$ cat src/hdl/lbh_pkg.sv
`default_nettype none
// ----------------------------------------------------------------------------
// lbh_pkg
// Shared types, constants and helpers for the byte and line length
// histogram unit.
// ----------------------------------------------------------------------------
package lbh_pkg;

  localparam int DEF_LENGTH_BINS = 1024;
  localparam int DEF_COUNT_WIDTH = 40;

  localparam int          BYTE_VALUES  = 256;
  localparam logic [7:0]  NEWLINE_BYTE = 8'd10;
  localparam int          OUT_W        = 40;
  localparam logic [63:0] OUT_MAX      = 64'h0000_00FF_FFFF_FFFF;

  localparam int IN_TDATA_W  = 24;
  localparam int RES_W       = 4 * OUT_W + 9 + 1;
  localparam int OUT_TDATA_W = ((RES_W + 7) / 8) * 8;

  localparam int OUT_FIFO_DEPTH = 4;
  localparam int OUT_FIFO_CNT_W = $clog2(OUT_FIFO_DEPTH + 1);

  typedef enum logic [1:0] {
    KIND_DATA    = 2'd0,
    KIND_END     = 2'd1,
    KIND_RD_BYTE = 2'd2,
    KIND_RD_LEN  = 2'd3
  } lbh_kind_t;

  typedef struct packed {
    logic [10:0] bin_index;
    logic [7:0]  data_byte;
    lbh_kind_t   kind;
  } lbh_item_t;

  // first member sits in the top bits, so total_lines lands at bit 0
  typedef struct packed {
    logic [OUT_W-1:0] bin_value;
    logic             newline_seen;
    logic [8:0]       alphabet_size;
    logic [OUT_W-1:0] length_total;
    logic [OUT_W-1:0] total_bytes;
    logic [OUT_W-1:0] total_lines;
  } lbh_result_t;

  typedef struct packed {
    logic res_valid;
    logic len_rd;
    logic len_upd;
  } lbh_s2_ctl_t;

  // clamp a count to the 40-bit output range
  function automatic logic [OUT_W-1:0] out_sat(input logic [63:0] v);
    return (v > OUT_MAX) ? {OUT_W{1'b1}} : v[OUT_W-1:0];
  endfunction

endpackage
`default_nettype wire

$ cat src/hdl/lbh_out_fifo.sv
`default_nettype none
// ----------------------------------------------------------------------------
// lbh_out_fifo
// Small result queue in front of the output channel.
// ----------------------------------------------------------------------------
module lbh_out_fifo (
  input  wire logic                                   clk,
  input  wire logic                                   rst_n,
  input  wire logic                                   push,
  input  wire lbh_pkg::lbh_result_t                   push_data,
  input  wire logic                                   pop,
  output logic                                        not_empty,
  output lbh_pkg::lbh_result_t                        head,
  output logic [lbh_pkg::OUT_FIFO_CNT_W-1:0]          count
);

  localparam int DEPTH = lbh_pkg::OUT_FIFO_DEPTH;
  localparam int PTR_W = $clog2(DEPTH);
  localparam int CNT_W = lbh_pkg::OUT_FIFO_CNT_W;

  lbh_pkg::lbh_result_t q_r [DEPTH];
  logic [PTR_W-1:0] wr_ptr_r, rd_ptr_r;
  logic [CNT_W-1:0] cnt_r;
  logic             do_pop;

  assign do_pop = pop && (cnt_r != '0);

  always_ff @(posedge clk) begin
    if (!rst_n) begin
      wr_ptr_r <= '0;
      rd_ptr_r <= '0;
      cnt_r    <= '0;
    end else begin
      if (push) begin
        wr_ptr_r <= (wr_ptr_r == PTR_W'(DEPTH - 1)) ? '0 : wr_ptr_r + PTR_W'(1);
      end
      if (do_pop) begin
        rd_ptr_r <= (rd_ptr_r == PTR_W'(DEPTH - 1)) ? '0 : rd_ptr_r + PTR_W'(1);
      end
      if (push && !do_pop) begin
        cnt_r <= cnt_r + CNT_W'(1);
      end else if (do_pop && !push) begin
        cnt_r <= cnt_r - CNT_W'(1);
      end
    end
  end

  always_ff @(posedge clk) begin
    if (push) begin
      q_r[wr_ptr_r] <= push_data;
    end
  end

  assign not_empty = cnt_r != '0;
  assign head      = q_r[rd_ptr_r];
  assign count     = cnt_r;

endmodule
`default_nettype wire
$ cat config.mk
export PLATFORM = sky130hd
export DESIGN_NAME = lbh_out_fifo
export DESIGN_NICKNAME = d
export VERILOG_FILES = /design/src/hdl/lbh_pkg.sv /design/src/hdl/lbh_out_fifo.sv
export SDC_FILE = /design/constraint.sdc
export NUM_CORES = 1
export LEC_CHECK = 0
export BUFFER_PORTS_ARGS = -buffer_cell sky130_fd_sc_hd__buf_2
export CAP_MARGIN = 15
export CORE_ASPECT_RATIO = 0.6
export CORE_MARGIN = 1.5
export CORE_UTILIZATION = 55
export CTS_CLUSTER_SIZE = 30
export DETAILED_ROUTE_END_ITERATION = 12
export PLACE_DENSITY = 0.78
export SLEW_MARGIN = 20
export SYNTH_ARGS = -nofsm -noshare
export SYNTH_HDL_FRONTEND = slang
export SYNTH_SLANG_ARGS = --single-unit
$ cat constraint.sdc
create_clock -name clk -period 14.8 [get_ports clk]
set_input_delay 2.96 -clock clk [delete_from_list [all_inputs] [get_ports clk]]
set_output_delay 2.96 -clock clk [all_outputs]
set_load 0.01 [all_outputs]
==> flow_summary.ini <==
[run_status]
status = finished, final reports clean

[power_and_ir_drop]
p_sw_share_pct = 24.8
p_clk_share_pct = 32.1
ir_drop_uv = 116
p_seq_share_pct = 49.1
power_density_nw_per_um2 = 161
combPwrFrac_pct = 18.7
leakagePower_nw = 9.73
p_int_w = 0.00353
p_switching_w = 0.00116

[synth]
syn_nets = 1114
syn_area_per_cell_um2 = 26.7
ys_seq_area_share_pct = 82.5
syn-instance-count = 933
syn_area_um2 = 25000
yosys.area.top_type = edfxtp_1
ys_ff_latch = 689
ys_types = 21
synth_top_area_share_pct = 81.8
yosys_warnings = 0
yosys-top-cells-area = edfxtp_1, mux4_2, dfxtp_1, buf_6, buf_2

[route]
route.detailed.drc = 0
routedWlPerCell_um = 24.0
routed_wl_um = 47000
via_count = 11100
vias_per_cell = 5.67
antenna_left = 0
dr.first_iter.drc_count = 968
firstDrtPassIters = 5

[critical_path]
path_cells = buf_4 -> mux4_2 -> buf_2
reg2reg_slack_ns = 11.87
r2r_cells = 4
start_kind = flip-flop
crit_slowest_cell = dfxtp_4
critical-path-max-stage-delay_ns = 0.88
path_buf_inv = 2
path_depth = 3
worstSetupPathType = flip-flop to output port
worstPathArrival_ns = 3.13
required_ns = 11.84
crit_path_max_fanout = 44
end_kind = output port
crit_family = buffers and inverters
r2r_end = q_r[3][60]
r2r-start = wr_ptr_r[0]

[sta]
fin_crit_ns = 6.09
whs_ns = 0.544
slew_viol_final = 0
skew_ns = 0.0326
tns_ns = 0
period_share_pct = 41.2
hold_viol_final = 0
rsz0062_at_grt = no
final-setup-viol-count = 0
tightest_slew_ns = 1.11
slew_headroom_pct = 26.1
max_freq_ghz = 0.164

[min_path]
hold_class = flip-flop to flip-flop
worst_hold_path.num_cells = 2
hp-start = rd_ptr_r[1]

[clock_network]
cts_tree = yes
hold_buffers = 0
clk_latency_ns = 0.60
cts.clk_slew.worst_paths_ns = 0.07
cts_num_sinks = 689
root_buffer = clkbuf_16
clk_path_buf_depth = 3
cts_made_buffers = 58
cts_max_level = 2
post-cts-setup-buffers = 0
cts_resized = 0

[placed_design]
gp_congestion = 0.744
numPortBuffers = 347
dp_hpwl_um = 28800
dp_cells = 1845

[floorplan]
core-area_um2 = 44800
start_util_pct = 55.7
die_area_um2 = 46700
fp.dieH_um = 168
rows = 60
die_w_um = 278
num_io_pins = 348

[global_routing]
grt_pass1_wl_um = 70600
overflow = 0
antenna_found_initial = 11
track_usage_pct = 20.3
grt_pass1_vias = 11500
grt_max_degree = 89

[finish]
fillers = 2884
drive_gt1_share_pct = 45.9
final-instance-count-excl-fill = 1961
nets = 1497
syn2layout_area_growth_pct = 17.1

[job]
cap_violations = 0
-- state kept, by name (all words and copies together) (netlist names), named ones only --
register  cells
count         3
rd_ptr_r      2
q_r         680
wr_ptr_r      2
-- tightest hold or removal path: cells and delay by family, from the launching register on --
| kind | cells | cell delay (ns) |
|---|---|---|
| flops | 1 | 0.31 |
| compound gates | 1 | 0.10 |
| simple gates | 1 | 0.08 |
-- how the worst max path moves through the flow --
| stage | from | end | slack, ns |
|---|---|---|---|
| floorplan | push | q_r[0][0] | 7.42 |
| global placement | flip-flop | head[76] | 9.24 |
| detailed placement | flip-flop | head[81] | 9.24 |
| CTS | flip-flop | head[81] | 8.59 |
| global route | flip-flop | head[107] | 8.43 |
| finish | flip-flop | head[113] | 8.71 |
-- layout make-up --
class,count,area (µm²),share of cell area (%)
multi-input combinational,203,4100,14.0
sequential,689,20600,70.5
antenna,6,15.0,0.0514
tap,589,737,2.52
inverter,3,11.3,0.0385
clock buffer,71,1540,5.27
timing repair buffer,361,1850,6.34
clock inverter,39,364,1.25
-- placed cells by master (no fill, tap or decap), drive strengths merged, types with 3 or more instances in the layout --
master | netlist | final
clkinv | 0 | 26
o21ai | 3 | 3
mux4 | 170 | 170
diode | 0 | 6
inv | 3 | 6
nor2b | 3 | 3
mux2i | 3 | 3
bufinv | 0 | 6
edfxtp | 680 | 680
clkbuf | 8 | 71
and2 | 5 | 5
dfxtp | 9 | 9
clkinvlp | 0 | 4
ha | 6 | 6
buf | 30 | 361
-- metrics by stage --
stage | area, µm² | utilization (%) | total power, W | worst slack, ns
global placement | 27300 | 60.9 | 0.00323 | 9.24
floorplan | 25000 | - | 0.00294 | 7.42
finish | 29200 | 65.2 | 0.00469 | 8.71
detailed placement | 27300 | 60.9 | 0.00324 | 9.24
global route | 29200 | 65.2 | 0.00487 | 8.43
CTS | 29200 | 65.2 | 0.00475 | 8.59
-- power groups by stage --
| stage | logic [W] | registers, W | clock network [W] |
|---|---|---|---|
| floorplan | 0.000626 | 0.00231 | 0 |
| finish | 0.000878 | 0.00231 | 0.00151 |
| global route | 0.000942 | 0.00232 | 0.00161 |
| CTS | 0.000898 | 0.00231 | 0.00154 |
| global placement | 0.000882 | 0.00235 | 0 |
| detailed placement | 0.000893 | 0.00235 | 0 |
-- cell families (layout without fill, tap and decap cells) --
kind of cell    after synthesis  after routing  synth area share [%]
buf+inv                      41            474                  1.07
compound gates                5              5                 0.120
flops                       689            689                  82.5
fa+ha+maj                     7              7                 0.381
mux                         173            173                  15.5
other cells                   0              6                     0
simple gates                 16             16                 0.351
xor+xnor                      2              2                0.0702
-- synth_stat cells --
master and n:
nand3_1 2, or3_1 2, nor2_1 2, a21boi_0 1, mux2i_1 3, xor2_1 1, clkbuf_1 8, nor2b_1 3
edfxtp_1 680, inv_1 3, nand2_1 2, mux4_2 170, fa_1 1, o31ai_1 1, o21ai_0 3, ha_1 6
dfxtp_1 9, and2_1 5, buf_2 18, xnor2_1 1, buf_6 12
-- routing by layer --
layer / track usage [%] / vias up / part of all wire [%]
met3: 5.27 / 66 / 7.8
met2: 32.4 / 358 / 49
met5: 0 / - / 0.10
li1: - / 4827 / -
met1: 28.8 / 5857 / 42
met4: 4.32 / 8 / 1.4
No activity file was read; power rests on OpenSTA's default activity.
